[config.mk]
export PLATFORM = sky130hd
export DESIGN_NAME = guillotine_rect_packer_core
export DESIGN_NICKNAME = d
export VERILOG_FILES = /design/src/rtl/core/grp_pkg.sv /design/src/rtl/core/guillotine_rect_packer_core.sv /design/src/rtl/core/grp_ram.sv
export SDC_FILE = /design/constraint.sdc
export NUM_CORES = 2
export LEC_CHECK = 0
export ABC_AREA = 1
export BUFFER_PORTS_ARGS = -buffer_cell sky130_fd_sc_hd__buf_2
export CAP_MARGIN = 10
export CORE_MARGIN = 2
export CORE_UTILIZATION = 55
export CTS_CLUSTER_SIZE = 16
export DETAILED_ROUTE_END_ITERATION = 12
export GPL_ROUTABILITY_DRIVEN = 0
export PLACE_DENSITY = 0.71
export REMOVE_ABC_BUFFERS = 1
export SLEW_MARGIN = 0
export SYNTH_ARGS = -nofsm -noshare
export SYNTH_HDL_FRONTEND = slang
export SYNTH_SLANG_ARGS = --single-unit
[constraint.sdc]
create_clock -name clk -period 19.2 [get_ports clk]
set_input_delay 0 -clock clk [delete_from_list [all_inputs] [get_ports clk]]
set_output_delay 0 -clock clk [all_outputs]
set_load 0.01 [all_outputs]
[src/rtl/core/grp_pkg.sv]
// ----------------------------------------------------------------------------
// Guillotine packer package
// Shared constants, types and status codes of the rectangle packer.
// ----------------------------------------------------------------------------
package grp_pkg;

	localparam int MAX_FREE_RECTS_DEF = 32;
	localparam int COORD_BITS_DEF     = 16;
	localparam int CFG_BITS           = 12;
	localparam int FIELD_BITS         = 16;
	localparam int CFG_IDX_BITS       = 2;

	localparam logic [CFG_IDX_BITS-1:0] REG_KERF   = 2'd0;
	localparam logic [CFG_IDX_BITS-1:0] REG_MARGIN = 2'd1;
	localparam logic [CFG_IDX_BITS-1:0] REG_ROT    = 2'd2;

	localparam logic CMD_START = 1'b0;
	localparam logic CMD_PLACE = 1'b1;

	typedef enum logic [1:0] {
		ST_PLACED    = 2'd0,
		ST_NO_FIT    = 2'd1,
		ST_READY     = 2'd2,
		ST_TOO_SMALL = 2'd3
	} status_t;

endpackage

[src/rtl/core/guillotine_rect_packer_core.sv]
// A start result is offered right after its input transfer. A placement computes the part area,
// scans all n free rectangles, moves each entry behind the used one up and pushes the right and
// top remainders before it transfers out; a part that does not fit transfers out after the scan.
// One item at a time; the input is ready again in the cycle after the result transfer.
// Reset clears the free count and configuration (rotation allowed); RAM contents stay undefined.
// ----------------------------------------------------------------------------
// Guillotine rectangle packer core
// Best-area-fit placement over an ordered free list held in a RAM.
// ----------------------------------------------------------------------------
module guillotine_rect_packer_core #(
	parameter int MAX_FREE_RECTS = grp_pkg::MAX_FREE_RECTS_DEF
) (
	input  logic        clk,
	input  logic        arst_n,
	input  logic        cfg_we,
	input  logic [1:0]  cfg_index,
	input  logic [11:0] cfg_wdata,
	input  logic        s_tvalid,
	output logic        s_tready,
	// item_width, item_height, part_id, instance_id
	input  logic [63:0] s_tdata,
	// command
	input  logic        s_tuser,
	output logic        m_tvalid,
	input  logic        m_tready,
	// pos_x, pos_y, rotated, placed_part_id, placed_instance_id, rect_dropped, zeros
	output logic [71:0] m_tdata,
	// status
	output logic [1:0]  m_tuser
);

	localparam int COORD_BITS = grp_pkg::COORD_BITS_DEF;
	localparam int IW = $clog2(MAX_FREE_RECTS);
	localparam int CW = $clog2(MAX_FREE_RECTS + 1);
	localparam int PW = COORD_BITS + 1;
	localparam int AW = 2 * PW;
	localparam int RW = 4 * COORD_BITS;
	localparam logic [CW-1:0] MAXC = CW'(MAX_FREE_RECTS);

	typedef enum logic [8:0] {
		S_IDLE  = 9'h001,
		S_RD    = 9'h002,
		S_SCAN  = 9'h004,
		S_PICK  = 9'h008,
		S_SHIFT = 9'h010,
		S_PUSHR = 9'h020,
		S_PUSHT = 9'h040,
		S_OUT   = 9'h080,
		S_AREA  = 9'h100
	} fsm_t;

	fsm_t fsm_q;
	logic [11:0] kerf_q, margin_q;
	logic        rot_en_q;
	logic [CW-1:0] cnt_q, idx_q;
	logic [PW-1:0] pw_q, ph_q;
	logic [AW-1:0] parea_q, best_sc_q;
	logic          found_q, best_rot_q;
	logic [IW-1:0] best_q;
	logic [COORD_BITS-1:0] bx_q, by_q, bw_q, bh_q;
	logic [15:0] pid_q, iid_q;
	logic [1:0]  status_q;
	logic        drop_q, rotout_q;
	logic [15:0] px_q, py_q;

	logic          we;
	logic [IW-1:0] waddr, raddr;
	logic [RW-1:0] wdata, rdata;
	logic [IW-1:0] rptr_q;

	grp_ram #(.WIDTH(RW), .DEPTH(MAX_FREE_RECTS)) u_ram (
		.clk(clk), .we(we), .waddr(waddr), .wdata(wdata), .raddr(raddr), .rdata(rdata)
	);

	logic [COORD_BITS-1:0] rx, ry, rw, rh;
	assign rx = rdata[COORD_BITS-1:0];
	assign ry = rdata[2*COORD_BITS-1:COORD_BITS];
	assign rw = rdata[3*COORD_BITS-1:2*COORD_BITS];
	assign rh = rdata[4*COORD_BITS-1:3*COORD_BITS];

	// Shared multiplier: part area in S_AREA, entry area in S_SCAN.
	logic [PW-1:0] ma, mb;
	logic [AW-1:0] prod;
	assign ma = (fsm_q == S_AREA) ? pw_q : PW'(rw);
	assign mb = (fsm_q == S_AREA) ? ph_q : PW'(rh);
	assign prod = ma * mb;

	logic [AW-1:0] score;
	logic fit_u, fit_r, better;
	assign score  = prod - parea_q;
	assign fit_u  = (pw_q <= PW'(rw)) && (ph_q <= PW'(rh));
	assign fit_r  = rot_en_q && (ph_q <= PW'(rw)) && (pw_q <= PW'(rh));
	assign better = !found_q || (score < best_sc_q);

	logic [PW-1:0] uw, uh;
	assign uw = best_rot_q ? ph_q : pw_q;
	assign uh = best_rot_q ? pw_q : ph_q;

	logic [16:0] ew, eh;
	assign ew = {1'b0, s_tdata[15:0]} - {4'd0, margin_q, 1'b0};
	assign eh = {1'b0, s_tdata[31:16]} - {4'd0, margin_q, 1'b0};

	assign s_tready = (fsm_q == S_IDLE);
	assign m_tvalid = (fsm_q == S_OUT);
	assign m_tuser  = status_q;
	assign m_tdata  = {6'd0, drop_q, iid_q, pid_q, rotout_q, py_q, px_q};

	always_comb begin
		we = 1'b0;
		waddr = '0;
		wdata = '0;
		raddr = rptr_q;
		unique case (fsm_q)
			S_IDLE: begin
				we = s_tvalid && (s_tuser == grp_pkg::CMD_START) && !ew[16] && !eh[16]
					&& (ew != '0) && (eh != '0);
				wdata = {COORD_BITS'(eh), COORD_BITS'(ew), COORD_BITS'(margin_q),
					COORD_BITS'(margin_q)};
			end
			S_SHIFT: begin
				we = (idx_q + 1'b1 < cnt_q);
				waddr = idx_q[IW-1:0];
				wdata = rdata;
			end
			S_PUSHR: begin
				we = (PW'(bw_q) > uw) && (cnt_q < MAXC);
				waddr = cnt_q[IW-1:0];
				wdata = {bh_q, COORD_BITS'(PW'(bw_q) - uw), by_q, COORD_BITS'(PW'(bx_q) + uw)};
			end
			S_PUSHT: begin
				we = (PW'(bh_q) > uh) && (cnt_q < MAXC);
				waddr = cnt_q[IW-1:0];
				wdata = {COORD_BITS'(PW'(bh_q) - uh), COORD_BITS'(uw),
					COORD_BITS'(PW'(by_q) + uh), bx_q};
			end
			default: ;
		endcase
	end

	always_ff @(posedge clk or negedge arst_n) begin
		if (!arst_n) begin
			fsm_q    <= S_IDLE;
			kerf_q   <= '0;
			margin_q <= '0;
			rot_en_q <= 1'b1;
			cnt_q    <= '0;
			idx_q    <= '0;
			rptr_q   <= '0;
			found_q  <= 1'b0;
		end else begin
			if (cfg_we) begin
				unique case (cfg_index)
					grp_pkg::REG_KERF:   kerf_q   <= cfg_wdata;
					grp_pkg::REG_MARGIN: margin_q <= cfg_wdata;
					grp_pkg::REG_ROT:    rot_en_q <= cfg_wdata[0];
					default: ;
				endcase
			end
			unique case (fsm_q)
				S_IDLE: begin
					if (s_tvalid) begin
						pw_q  <= PW'(s_tdata[15:0]) + PW'(kerf_q);
						ph_q  <= PW'(s_tdata[31:16]) + PW'(kerf_q);
						pid_q <= s_tdata[47:32];
						iid_q <= s_tdata[63:48];
						px_q <= '0; py_q <= '0; rotout_q <= 1'b0; drop_q <= 1'b0;
						found_q <= 1'b0;
						idx_q <= '0;
						rptr_q <= '0;
						if (s_tuser == grp_pkg::CMD_START) begin
							pid_q <= '0; iid_q <= '0;
							if (we) begin
								cnt_q <= CW'(1);
								status_q <= grp_pkg::ST_READY;
							end else begin
								cnt_q <= '0;
								status_q <= grp_pkg::ST_TOO_SMALL;
							end
							fsm_q <= S_OUT;
						end else begin
							fsm_q <= S_AREA;
						end
					end
				end
				S_AREA: begin
					parea_q <= prod;
					fsm_q <= S_RD;
				end
				S_RD: begin
					if (idx_q >= cnt_q) begin
						fsm_q <= S_PICK;
					end else begin
						rptr_q <= rptr_q + 1'b1;
						fsm_q <= S_SCAN;
					end
				end
				S_SCAN: begin
					if ((fit_u || fit_r) && better) begin
						found_q <= 1'b1;
						best_sc_q <= score;
						best_q <= idx_q[IW-1:0];
						best_rot_q <= !fit_u;
						bx_q <= rx; by_q <= ry; bw_q <= rw; bh_q <= rh;
					end
					idx_q <= idx_q + 1'b1;
					fsm_q <= S_RD;
				end
				S_PICK: begin
					if (!found_q) begin
						status_q <= grp_pkg::ST_NO_FIT;
						fsm_q <= S_OUT;
					end else begin
						status_q <= grp_pkg::ST_PLACED;
						px_q <= bx_q; py_q <= by_q; rotout_q <= best_rot_q;
						idx_q <= CW'(best_q);
						rptr_q <= best_q + 1'b1;
						fsm_q <= S_SHIFT;
					end
				end
				S_SHIFT: begin
					// RAM read data is registered: found_q alternates a bubble step with a step that copies entry idx+1 to idx.
					if (idx_q + 1'b1 < cnt_q) begin
						if (found_q) begin
							found_q <= 1'b0;
						end else begin
							found_q <= 1'b1;
							idx_q <= idx_q + 1'b1;
							rptr_q <= rptr_q + 1'b1;
						end
					end else begin
						cnt_q <= cnt_q - 1'b1;
						fsm_q <= S_PUSHR;
					end
				end
				S_PUSHR: begin
					if (PW'(bw_q) > uw) begin
						if (cnt_q < MAXC) cnt_q <= cnt_q + 1'b1;
						else drop_q <= 1'b1;
					end
					fsm_q <= S_PUSHT;
				end
				S_PUSHT: begin
					if (PW'(bh_q) > uh) begin
						if (cnt_q < MAXC) cnt_q <= cnt_q + 1'b1;
						else drop_q <= 1'b1;
					end
					fsm_q <= S_OUT;
				end
				S_OUT: begin
					if (m_tready) fsm_q <= S_IDLE;
				end
				default: fsm_q <= S_IDLE;
			endcase
		end
	end

endmodule

[src/rtl/core/grp_ram.sv]
// ----------------------------------------------------------------------------
// Generic RAM
// Single write port, single read port with registered read data.
// ----------------------------------------------------------------------------
module grp_ram #(
	parameter int WIDTH = 64,
	parameter int DEPTH = 32
) (
	input  logic                     clk,
	input  logic                     we,
	input  logic [$clog2(DEPTH)-1:0] waddr,
	input  logic [WIDTH-1:0]         wdata,
	input  logic [$clog2(DEPTH)-1:0] raddr,
	output logic [WIDTH-1:0]         rdata
);

	logic [WIDTH-1:0] mem_q [DEPTH];

	always_ff @(posedge clk) begin
		if (we) begin
			mem_q[waddr] <= wdata;
		end
		rdata <= mem_q[raddr];
	end

endmodule

==> summary.md <==
| Metric | Value |
|---|---|
| CTS Sinks | `2404` |
| TNS Setup | `0 ns` |
| DRC viols | `0` |
| Slew margin rel. | `0.08174` |
| WL met3 | `40.47 mm` |
| Seq cells post-synth | `2404` |
| Max incr delay on CP | `0.88 ns` |
| Stages on the worst setup path | `52` |
| Fin nets | `10.91k` |
| DIE WIDTH | `457.4 um` |
| Total GRT Usage | `0.3306` |
| RSZ-0062 raised after global routing | `no` |
| Crit path DAT | `13.55 ns` |
| Number of max-cap violations | `0` |
| Commonest non-fill, non-tap cells in the layout | `2288 x edfxtp_1, 1527 x nor2_1, 1408 x o21ai_0` |
| First-pass GRT wire length | `514.5 mm` |
| Initial Util | `0.5527` |
| DRT Pass-1 Iters | `7` |
| Critical path type | `reg -> reg` |
| Clock tree from TritonCTS | `yes` |
| Slew Limit Fails | `0` |
| Final Cycle Share | `0.6805` |
| Critical Path Sink Type | `flop` |
| CP delay by family, top | `adder cells` |
| Netlist cell types | `64` |
| Placed cell count | `12.47k` |
| Clock Tree Buf Depth | `3` |
| Worst r2r path cells | `52` |
| CP dominant cell by count | `nand2_1` |
| Ports | `160` |
| Hold path cells | `4` |
| FILL cells | `15.36k` |
| Area of the die | `209200 sq um` |
| Area occupied by multi-input gates | `37020 sq um` |
| Rows | `166` |
| Vias | `83.17k` |
| Share of layout cells above drive strength 1 | `0.08545` |
| Post-synth EDFFs | `2288` |
| Post-detail-place hpwl | `201.2 mm` |
| Least-Margin Pin Slew | `1.363 ns` |
| Critical Path RT | `19.68 ns` |
| Leading register cell type out of synthesis | `edfxtp_1` |
| M1 WL | `125.7 mm` |
| Clock skew after layout | `0.08193 ns` |
| Fmax | `76.53 MHz` |
| Status | `finished, final reports clean` |
| Final Hold Vio Count | `0` |
| Fin cells | `13.13k` |
| Crit-path max FO | `43` |
| Largest net degree at the start of global routing | `217` |
| Avg Cell Area, Syn | `11.32 sq um` |
| Critical-path top delay cell | `nor3_4` |
| Async set-or-reset flop fraction in the synthesized netlist | `0.02163` |
| Final setup viols | `0` |
| Sequential area share after synthesis | `0.6305` |
| Initial antenna violation count | `12` |
| DR vias/cell | `6.335` |
| Die height | `457.4 um` |
| Final min period | `13.07 ns` |
| Routed Wire Length | `351.8 mm` |
| Insertion delay of the later-clocked pin in the worst-skew pair | `0.92 ns` |
| DR WL met2 | `159.9 mm` |
| Root Driver | `clkbuf_16` |
| Post-synthesis cell area | `113100 sq um` |
| Worst Path Buf+Inv | `10` |
| Gr ovfl total | `0` |
| HP Class | `in -> reg` |
| Inserted Clock Buffers | `236` |
| Crit path launch type | `flop` |
| CTS clock-pin slew for the worst setup and hold paths | `0.06 ns` |
| Register Area | `71310 sq um` |
| Commonest non-fill, non-tap cell in the layout | `edfxtp_1` |
| Uppermost layer routed | `met5` |
| I/O Buffers | `153` |
| Mapped Cells | `9986` |
| Core Footprint | `204600 sq um` |
| Drt wl/cell | `26.80 um` |
| Initial drt markers | `12.28k` |
| Antenna-violating nets left | `0` |
| Vias in the first global route | `81.31k` |
| # H-tree levels | `4` |
| Synth Warn # | `0` |
| Area growth from synthesis to layout | `12.46%` |
-- worst reg2reg max path, delay by kind of cell, from the launching register on --
family          cells  cell delay (ns)
compound gates      8             2.12
fa+ha+maj           9             3.93
flops               1             0.37
xor+xnor            2             0.37
buf+inv            10             2.06
simple gates       23             3.73
-- registers in the layout, indices dropped and copies added (netlist names), 17 cells and up --
name and cells:
best_sc_q 34, u_ram.mem_q 2048, parea_q 34, ph_q 17
u_ram.rdata 64, pw_q 17
-- cell families after synthesis --
group	synth area share
compound gates	0.1275
xor+xnor	0.008908
fa+ha+maj	0.08248
buf+inv	0.04750
flops	0.6305
other cells	0.00003316
simple gates	0.1031
-- path summary, 6_finish.rpt --
check                                start         to  slack, ns
min in group asynchronous           arst_n   cnt_q[5]       0.31
max                               fsm_q[6]    bh_q[1]       6.13
max in group asynchronous           arst_n   raddr[3]      18.21
min reg2reg                u_ram.rdata[23]    by_q[7]       0.43
max reg2reg                       fsm_q[6]    bh_q[1]       6.13
min                           cfg_wdata[2]  kerf_q[2]       0.05
-- area by class of cell --
class                           instances  share of cell area
Antenna cell                           13           0.0002558
Inverter                              867             0.02583
Clock inverter                        115             0.01100
Timing Repair Buffer                  510             0.03225
Multi-Input combinational cell       6198              0.2911
Sequential cell                      2404              0.5608
Clock buffer                          333             0.05230
Tap cell                             2688             0.02645
-- timing repair --
item                                   CTS  global route
hold buffers                           181             0
endpoints found under the hold margin  187             0
buffers inserted                         0             0
resized for setup                        0             0
-- synthesized netlist by cell type, drive strengths merged, types with 36 or more instances --
| library cell | number | area (sq um) |
|---|---|---|
| nor3 | 47 | 279.0 |
| o21ai | 1430 | 7172 |
| nand3 | 163 | 825.8 |
| ha | 371 | 4642 |
| xnor2 | 36 | 315.3 |
| buf | 118 | 600.6 |
| fa | 234 | 4684 |
| xor2 | 79 | 691.9 |
| o22ai | 506 | 3172 |
| edfxtp | 2288 | 68710 |
| dfrtp | 50 | 1251 |
| nand4 | 53 | 331.6 |
| nand2 | 1037 | 3908 |
| o221ai | 93 | 814.5 |
| o2111ai | 38 | 332.8 |
| clkbuf | 404 | 1516 |
| dfxtp | 64 | 1281 |
| nor2 | 1567 | 5904 |
| a21oi | 314 | 1699 |
| inv | 861 | 3232 |
-- stage by stage --
| stage | hold slack (ns) | utilization | instance area, sq um | setup slack, ns |
|---|---|---|---|---|
| 2_1_floorplan | -0.2956 | - | 111000 | -20.77 |
| 3_3_place_gp | 0.1862 | 0.5718 | 117000 | 6.799 |
| 3_5_place_dp | 0.1956 | 0.5718 | 117000 | 6.491 |
| 4_1_cts | 0.001460 | 0.6200 | 126800 | 6.378 |
| 5_1_grt | 0.05878 | 0.6215 | 127100 | 5.379 |
| 6_report | 0.04871 | 0.6216 | 127200 | 6.134 |
-- per-layer routing --
layer / up-vias / track usage
met5: - / 0
met4: 2 / 0.2083
met3: 1273 / 0.06225
li1: 35910 / -
met1: 40370 / 0.4284
met2: 5615 / 0.5165
Power is left out: the tool's default activity adds up to more than one toggle a clock period on the data nets, which glitch-free logic cannot reach.
